<file path="src/design/srd_pkg.sv">
// shared types and constants of the stuffed reply deframer
// no dependencies
`timescale 1ns / 1ps

package srd_pkg;

  localparam int BYTE_W          = 8;
  localparam int LEN_W           = 9;
  localparam int DEF_MAX_PAYLOAD = 256;
  localparam int OUT_TDATA_W     = 24;

  localparam logic [BYTE_W-1:0] ESC_BYTE   = 8'hDB;
  localparam logic [BYTE_W-1:0] ESC_LF     = 8'hDC;
  localparam logic [BYTE_W-1:0] ESC_ESC    = 8'hDD;
  localparam logic [BYTE_W-1:0] LF_BYTE    = 8'h0A;
  localparam logic [BYTE_W-1:0] TYPE_OK    = 8'h6F;  // 'o'
  localparam logic [BYTE_W-1:0] TYPE_ERR   = 8'h65;  // 'e'

  typedef enum logic [2:0] {
    ST_OK       = 3'd0,
    ST_DEV_ERR  = 3'd1,
    ST_CSUM_BAD = 3'd2,
    ST_BAD_ESC  = 3'd3,
    ST_BAD_TYPE = 3'd4
  } status_t;

  typedef enum logic [2:0] {
    PH_TYPE,
    PH_DATA,
    PH_CODE,
    PH_CSUM,
    PH_TERM
  } phase_t;

  typedef struct packed {
    logic              frame_end;
    logic [BYTE_W-1:0] data_byte;
    status_t           status;
    logic [BYTE_W-1:0] device_code;
  } srd_res_t;

endpackage

</file>
<file path="src/design/stuffed_reply_deframer.sv">
// top level of the stuffed reply deframer: input stage, frame logic, result stage
// depends on srd_pkg, srd_in_stage, srd_frame_fsm, srd_out_stage
//
//   channel  | ports                         | payload
//   ---------+-------------------------------+----------------------------------
//   input    | in_tvalid in_tready in_tdata  | wire_byte
//   result   | out_tvalid out_tready         | tlast = frame_end, tdata = data,
//            | out_tdata out_tlast           | status, device_code
//   config   | cfg_valid cfg_ready cfg_data  | payload_length, always ready
//
// one item per cycle while the result side is not stalled; an accepted item passes the
// input register, then the result register after one pass of frame logic
// rst_n is synchronous; it clears both stages, the frame state and payload_length to 256
// a stalled result holds the result register, the input register fills and then
// in_tready drops; an item that gives no result frees the pipe without a result
`timescale 1ns / 1ps

module stuffed_reply_deframer #(
  parameter int MAX_PAYLOAD = srd_pkg::DEF_MAX_PAYLOAD
) (
  input  logic                           clk,
  input  logic                           rst_n,
  input  logic                           in_tvalid,
  output logic                           in_tready,
  input  logic [srd_pkg::BYTE_W-1:0]      in_tdata,   // [7:0] wire_byte
  output logic                           out_tvalid,
  input  logic                           out_tready,
  // [7:0] data_byte, [10:8] status, [18:11] device_code, [23:19] zero
  output logic [srd_pkg::OUT_TDATA_W-1:0] out_tdata,
  output logic                           out_tlast,
  input  logic                           cfg_valid,
  output logic                           cfg_ready,
  input  logic [srd_pkg::LEN_W-1:0]       cfg_data
);
  import srd_pkg::*;

  logic              adv;
  logic              fire;
  logic [BYTE_W-1:0] byte_q;
  logic              res_vld;
  srd_res_t          res;
  logic [LEN_W-1:0]  len_r;

  assign cfg_ready = 1'b1;

  always_ff @(posedge clk) begin
    if (!rst_n) begin
      len_r <= LEN_W'(256);
    end else if (cfg_valid && cfg_ready) begin
      len_r <= cfg_data;
    end
  end

  srd_in_stage u_in (
    .clk       (clk),
    .rst_n     (rst_n),
    .in_tvalid (in_tvalid),
    .in_tready (in_tready),
    .in_tdata  (in_tdata),
    .adv       (adv),
    .fire      (fire),
    .byte_q    (byte_q)
  );

  srd_frame_fsm #(
    .MAX_PAYLOAD (MAX_PAYLOAD)
  ) u_fsm (
    .clk            (clk),
    .rst_n          (rst_n),
    .fire           (fire),
    .byte_in        (byte_q),
    .payload_length (len_r),
    .res_vld        (res_vld),
    .res            (res)
  );

  srd_out_stage u_out (
    .clk        (clk),
    .rst_n      (rst_n),
    .load       (res_vld),
    .res        (res),
    .adv        (adv),
    .out_tvalid (out_tvalid),
    .out_tready (out_tready),
    .out_tdata  (out_tdata),
    .out_tlast  (out_tlast)
  );

endmodule

</file>
<file path="src/design/srd_in_stage.sv">
// input register stage: holds one received wire byte until the frame logic takes it
// depends on srd_pkg
`timescale 1ns / 1ps

module srd_in_stage (
  input  logic                      clk,
  input  logic                      rst_n,
  input  logic                      in_tvalid,
  output logic                      in_tready,
  input  logic [srd_pkg::BYTE_W-1:0] in_tdata,
  input  logic                      adv,
  output logic                      fire,
  output logic [srd_pkg::BYTE_W-1:0] byte_q
);
  import srd_pkg::*;

  logic              valid_r;
  logic [BYTE_W-1:0] byte_r;

  assign fire      = valid_r & adv;
  assign in_tready = ~valid_r | adv;
  assign byte_q    = byte_r;

  always_ff @(posedge clk) begin
    if (!rst_n) begin
      valid_r <= 1'b0;
    end else if (in_tready) begin
      valid_r <= in_tvalid;
    end
  end

  always_ff @(posedge clk) begin
    if (in_tready && in_tvalid) begin
      byte_r <= in_tdata;
    end
  end

endmodule

</file>
<file path="src/design/srd_frame_fsm.sv">
// unescaping, checksum and frame phase tracking for one wire byte per cycle while fire is high
// depends on srd_pkg
`timescale 1ns / 1ps

module srd_frame_fsm #(
  parameter int MAX_PAYLOAD = srd_pkg::DEF_MAX_PAYLOAD
) (
  input  logic                      clk,
  input  logic                      rst_n,
  input  logic                      fire,
  input  logic [srd_pkg::BYTE_W-1:0] byte_in,
  input  logic [srd_pkg::LEN_W-1:0] payload_length,
  output logic                      res_vld,
  output srd_pkg::srd_res_t         res
);
  import srd_pkg::*;

  localparam int LenCap = (MAX_PAYLOAD > (2 ** LEN_W) - 1) ? (2 ** LEN_W) - 1 : MAX_PAYLOAD;
  localparam logic [LEN_W-1:0] LEN_CAP = LEN_W'(LenCap);

  phase_t            phase_r, phase_nxt;
  logic              esc_r, esc_nxt;
  logic [BYTE_W-1:0] sum_r, sum_nxt;
  logic [LEN_W-1:0]  seen_r, seen_nxt;
  logic              is_err_r, is_err_nxt;
  logic [BYTE_W-1:0] code_r, code_nxt;

  logic              esc_dec;
  logic              bad_esc;
  logic              have_d;
  logic [BYTE_W-1:0] dec;
  logic [BYTE_W-1:0] sum_new;
  logic [LEN_W-1:0]  seen_inc;
  logic [LEN_W-1:0]  eff_len;
  logic              finish;
  status_t           fin_status;
  status_t           end_status;

  // byte unstuffing and running sum; terminator bytes stay out of the sum
  always_comb begin
    sum_new = (phase_r != PH_TERM) ? sum_r + byte_in : sum_r;
    esc_dec = 1'b0;
    bad_esc = 1'b0;
    have_d  = 1'b0;
    dec     = byte_in;
    if (esc_r) begin
      if (byte_in == ESC_LF) begin
        dec    = LF_BYTE;
        have_d = 1'b1;
      end else if (byte_in == ESC_ESC) begin
        dec    = ESC_BYTE;
        have_d = 1'b1;
      end else begin
        bad_esc = 1'b1;
      end
    end else if (byte_in == ESC_BYTE) begin
      esc_dec = 1'b1;
    end else begin
      have_d = 1'b1;
    end
  end

  always_comb begin
    if (payload_length == '0) begin
      eff_len = LEN_W'(1);
    end else if (payload_length > LEN_CAP) begin
      eff_len = LEN_CAP;
    end else begin
      eff_len = payload_length;
    end
    seen_inc = seen_r + LEN_W'(1);
  end

  always_comb begin
    if (sum_new != '0) begin
      end_status = ST_CSUM_BAD;
    end else if (is_err_r) begin
      end_status = ST_DEV_ERR;
    end else begin
      end_status = ST_OK;
    end
    finish     = 1'b0;
    fin_status = end_status;
    if (bad_esc) begin
      finish     = 1'b1;
      fin_status = ST_BAD_ESC;
    end else if (have_d) begin
      unique case (phase_r)
        PH_TYPE: begin
          if (dec != TYPE_OK && dec != TYPE_ERR) begin
            finish     = 1'b1;
            fin_status = ST_BAD_TYPE;
          end
        end
        PH_CSUM: finish = (dec == LF_BYTE);
        PH_TERM: finish = 1'b1;
        default: finish = 1'b0;
      endcase
    end
  end

  // next state
  always_comb begin
    phase_nxt  = phase_r;
    esc_nxt    = esc_r;
    sum_nxt    = sum_r;
    seen_nxt   = seen_r;
    is_err_nxt = is_err_r;
    code_nxt   = code_r;
    if (fire) begin
      esc_nxt = esc_dec;
      sum_nxt = sum_new;
      if (finish) begin
        phase_nxt  = PH_TYPE;
        esc_nxt    = 1'b0;
        sum_nxt    = '0;
        seen_nxt   = '0;
        is_err_nxt = 1'b0;
        code_nxt   = '0;
      end else if (have_d) begin
        unique case (phase_r)
          PH_TYPE: begin
            if (dec == TYPE_OK) begin
              is_err_nxt = 1'b0;
              seen_nxt   = '0;
              phase_nxt  = PH_DATA;
            end else begin
              is_err_nxt = 1'b1;
              phase_nxt  = PH_CODE;
            end
          end
          PH_DATA: begin
            seen_nxt = seen_inc;
            if (seen_inc >= eff_len) begin
              phase_nxt = PH_CSUM;
            end
          end
          PH_CODE: begin
            code_nxt  = dec;
            phase_nxt = PH_CSUM;
          end
          PH_CSUM: phase_nxt = PH_TERM;
          default: phase_nxt = phase_r;
        endcase
      end
    end
  end

  // result
  always_comb begin
    res_vld         = fire & (finish | (have_d & (phase_r == PH_DATA)));
    res.frame_end   = finish;
    res.data_byte   = finish ? '0 : dec;
    res.status      = finish ? fin_status : ST_OK;
    res.device_code = (finish && is_err_r) ? code_r : '0;
  end

  always_ff @(posedge clk) begin
    if (!rst_n) begin
      phase_r  <= PH_TYPE;
      esc_r    <= 1'b0;
      sum_r    <= '0;
      seen_r   <= '0;
      is_err_r <= 1'b0;
      code_r   <= '0;
    end else begin
      phase_r  <= phase_nxt;
      esc_r    <= esc_nxt;
      sum_r    <= sum_nxt;
      seen_r   <= seen_nxt;
      is_err_r <= is_err_nxt;
      code_r   <= code_nxt;
    end
  end

endmodule

</file>
<file path="src/design/srd_out_stage.sv">
// result register: holds one result item until the sink takes it
// depends on srd_pkg
`timescale 1ns / 1ps

module srd_out_stage (
  input  logic                           clk,
  input  logic                           rst_n,
  input  logic                           load,
  input  srd_pkg::srd_res_t              res,
  output logic                           adv,
  output logic                           out_tvalid,
  input  logic                           out_tready,
  output logic [srd_pkg::OUT_TDATA_W-1:0] out_tdata,
  output logic                           out_tlast
);
  import srd_pkg::*;

  logic     valid_r;
  srd_res_t res_r;

  assign adv        = ~valid_r | out_tready;
  assign out_tvalid = valid_r;
  assign out_tlast  = res_r.frame_end;
  assign out_tdata  = {5'b0, res_r.device_code, res_r.status, res_r.data_byte};

  always_ff @(posedge clk) begin
    if (!rst_n) begin
      valid_r <= 1'b0;
    end else if (adv) begin
      valid_r <= load;
    end
  end

  always_ff @(posedge clk) begin
    if (adv && load) begin
      res_r <= res;
    end
  end

endmodule

</file>
<file path="config.mk">
export PLATFORM = sky130hd
export DESIGN_NAME = stuffed_reply_deframer
export DESIGN_NICKNAME = d
export VERILOG_FILES = /design/src/design/srd_pkg.sv /design/src/design/stuffed_reply_deframer.sv /design/src/design/srd_in_stage.sv /design/src/design/srd_frame_fsm.sv /design/src/design/srd_out_stage.sv
export SDC_FILE = /design/constraint.sdc
export NUM_CORES = 1
export LEC_CHECK = 0
export BUFFER_PORTS_ARGS = -buffer_cell sky130_fd_sc_hd__buf_2
export CORE_ASPECT_RATIO = 1.5
export CORE_MARGIN = 2
export CORE_UTILIZATION = 40
export CTS_BUF_LIST = sky130_fd_sc_hd__clkbuf_2
export DETAILED_ROUTE_END_ITERATION = 8
export SLEW_MARGIN = 20
export SYNTH_ARGS = -nofsm -noshare
export SYNTH_HDL_FRONTEND = slang
export SYNTH_HIERARCHICAL = 1
export SYNTH_SLANG_ARGS = --single-unit
</file>
<file path="constraint.sdc">
create_clock -name clk -period 3.45 [get_ports clk]
set_input_delay 0.345 -clock clk [delete_from_list [all_inputs] [get_ports clk]]
set_output_delay 0.345 -clock clk [all_outputs]
set_load 0.05 [all_outputs]
</file>
==> results.json <==
{
  "finalCriticalPeriod_ps": 3060,
  "hold_viol_final": 0,
  "yosys_warnings": 6,
  "top_layer": "met4",
  "final_common_cell": "buf_2",
  "grt_pass1_vias": 3335,
  "final_cell_mix": "43 x buf_2, 41 x dfxtp_1, 40 x nand2_1, 28 x edfxtp_1",
  "syn_avg_cell_area_um2": 9.72,
  "power-per-cell-area_mw_per_mm2": 376,
  "timing.final.ws_setup_ps": 393,
  "cts_max_level": 3,
  "start_util_pct": 40.6,
  "portBuffers": 43,
  "syn_to_final_growth_pct": 15.5,
  "cp_max_fo": 20,
  "pin_count": 50,
  "drive_gt1_share_pct": 18.6,
  "detailedPlace.worstSlack_ps": 452,
  "crit_type": "flop to flop",
  "via_count": 3299,
  "cts-root-buf": "clkbuf_2",
  "cp_data_required_time_ps": 3700,
  "clock-sinks": 69,
  "met1_length_um": 3740,
  "grt_overflow": 0,
  "cp.arrival_ps": 3310,
  "met3_length_um": 352,
  "worstPathCellList": "nand4b_4 -> or4b_4 -> a2111oi_4 -> o21ai_2 -> and2_4 -> clkinv_2 -> a21o_1 -> and2_4",
  "synth_edf_count": 28,
  "clockBufferDepth": 2,
  "status": "finished clean",
  "synth.distinct_cells": 67,
  "hpwl_um": 7120,
  "num_antenna_cells": 0,
  "crit_path_max_incr_delay_ps": 620,
  "fillers": 936,
  "cts_tree": "yes",
  "grt_use_total_pct": 19.0,
  "crit_family": "simple AND/OR/NAND/NOR gates",
  "wirelength_um": 9660,
  "clock.fmax_mhz": 327,
  "dr.pass1.iters": 5,
  "finalWeightedCongestion": 0.895,
  "fin_setup_tns_ps": 0,
  "drv_cap": 0,
  "relSlewSlack_pct": 40.9,
  "grt_antenna_before_repair": 0,
  "viasPerCell": 5.71,
  "report.power.total_mw": 1.69,
  "worst_setup_path_end_kind": "flop",
  "hold_class": "primary input to flop",
  "vdd_drop_max_uv": 217,
  "chipWidth_um": 84.5,
  "die_height_um": 125,
  "routedWlPerCell_um": 16.7,
  "rsz0062_at_grt": "false",
  "start_kind": "flop",
  "drtIter0Drc": 302,
  "netlist_instances": 400,
  "die-area_mm2": 0.0105,
  "synth_area_mm2": 0.00389,
  "slowest_stage": "edfxtp_1",
  "finalNetCount": 498,
  "core_mm2": 0.00958,
  "postCtsSetupBuffers": 0,
  "async_flop_share_pct": 0,
  "drc": 0,
  "ys_seq_area_share_pct": 42.8,
  "clkLatencyLatePin_ps": 570,
  "wl_met2_um": 5190,
  "clock_skew_ps": 36.2,
  "ys_dominant_reg_cell": "dfxtp_1",
  "num_rows": 44,
  "setup_viol": 0,
  "ant_nets": 0,
  "period_share_pct": 88.6,
  "cp_num_buf_inv": 1,
  "cp_common_cell": "and2_4",
  "clkTransAtPathRegs_ps": 250,
  "maxSlewViolCount": 0,
  "grt_start_max_net_pins": 30,
  "p_leak_nw": 1.81,
  "ys_seq_elements": 69,
  "numCtsBuffers": 9,
  "grt_pass1_wl_um": 16000,
  "worst_pin_slew_ps": 875
}
[kinds of logic after synthesis]
kind of cell	share of synthesized area (%)
simple gates	23.9
compound gates	16.3
flops	42.8
buf+inv	4.73
fa+ha+maj	5.99
mux	3.61
xor+xnor	2.48
other cells	0.193
[sequential cells by signal (all words and copies together) (netlist names)]
signal	cells
u_fsm/is_err_r	1
u_fsm/sum_r	8
u_fsm/esc_r	1
u_in/valid_r	1
u_fsm/seen_r	9
u_out/out_tdata	19
u_in/byte_q	8
u_fsm/code_r	8
u_out/out_tlast	1
len_r	9
u_out/out_tvalid	1
u_fsm/phase_r	3
[final cells by class]
class	count	area (um^2)	area share, %
multi-input cells	300	2060	46.0
flip-flops and latches	69	1660	37.0
repair buffers	69	450	10.0
well taps	115	144	3.21
clock inverters	7	88.8	1.98
clock buffers	9	45.0	1.00
inverters	9	35.0	0.781
[where the power goes]
| group | switching, mW | internal (mW) |
|---|---|---|
| Clock | 0.341 | 0.188 |
| Combinational | 0.166 | 0.0864 |
| Sequential | 0.0240 | 0.880 |
[worst paths after layout]
kind	end	from	depth (start not counted)	slack, ps
max	u_out/out_tdata[6]	u_in/byte_q[7]	8	390
min	len_r[4]	cfg_data[4]	3	60
max reg2reg	u_out/out_tdata[6]	u_in/byte_q[7]	8	390
min reg2reg	u_fsm/code_r[1]	u_fsm/code_r[1]	2	470
[worst reg2reg max path, cell delays in order, from the launching register on]
cell       delay (ps)
edfxtp_1          620
nand4b_4          210
or4b_4            580
a2111oi_4         550
o21ai_2           120
and2_4            180
clkinv_2           40
a21o_1            120
and2_4            300
[per-layer routing]
metal / vias to the layer above / track usage, %
met5: - / 0
met4: 0 / 9.71
met3: 30 / 4.24
met2: 100 / 34.6
met1: 1569 / 20.0
li1: 1600 / -
[cells in the mapped netlist (3+ instances only)]
| cell type | instances | area, um^2 |
|---|---|---|
| or4_1 | 4 | 30.0 |
| and3_1 | 16 | 100 |
| o22ai_1 | 3 | 18.8 |
| nor4_1 | 6 | 37.5 |
| nand2_1 | 40 | 150 |
| a21oi_1 | 13 | 65.1 |
| xor2_1 | 6 | 52.6 |
| nand4b_1 | 5 | 43.8 |
| clkbuf_1 | 12 | 45.0 |
| a21boi_0 | 7 | 52.6 |
| nor2b_1 | 9 | 56.3 |
| a41oi_1 | 3 | 26.3 |
| and2_4 | 3 | 26.3 |
| buf_4 | 9 | 67.6 |
| nand2b_1 | 7 | 43.8 |
| and2_1 | 4 | 25.0 |
| o41ai_1 | 5 | 43.8 |
| dfxtp_1 | 41 | 821 |
| nand3_1 | 15 | 75.1 |
| a31oi_1 | 4 | 25.0 |
| o21ai_1 | 10 | 50.1 |
| nand4_1 | 10 | 62.6 |
| ha_1 | 17 | 213 |
| o21ai_0 | 13 | 65.1 |
| mux2i_1 | 14 | 140 |
| xnor2_1 | 5 | 43.8 |
| edfxtp_1 | 28 | 841 |
| nor3_1 | 7 | 35.0 |
| nor3b_1 | 4 | 30.0 |
| a21o_1 | 4 | 30.0 |
| or3_1 | 4 | 25.0 |
| o31ai_1 | 5 | 37.5 |
| inv_1 | 7 | 26.3 |
| nor2_1 | 17 | 63.8 |
[per-stage QoR]
step | cell area, um^2 | util, % | hold slack [ps] | instances
6_report | 4490 | 46.9 | 61.9 | 578
3_5_place_dp | 4190 | 43.8 | 450 | 546
5_1_grt | 4490 | 46.9 | 16.9 | 578
4_1_cts | 4490 | 46.9 | 0.333 | 578
2_1_floorplan | 3900 | - | 407 | 404
3_3_place_gp | 4190 | 43.8 | 443 | 546
[repair_timing]
item	4_1_cts	5_1_grt
endpoints found under the setup margin	0	0
hold buffers	16	0
endpoints found under the hold margin	16	0
gates resized for setup	0	0
Power figures use the tool's default switching activity.
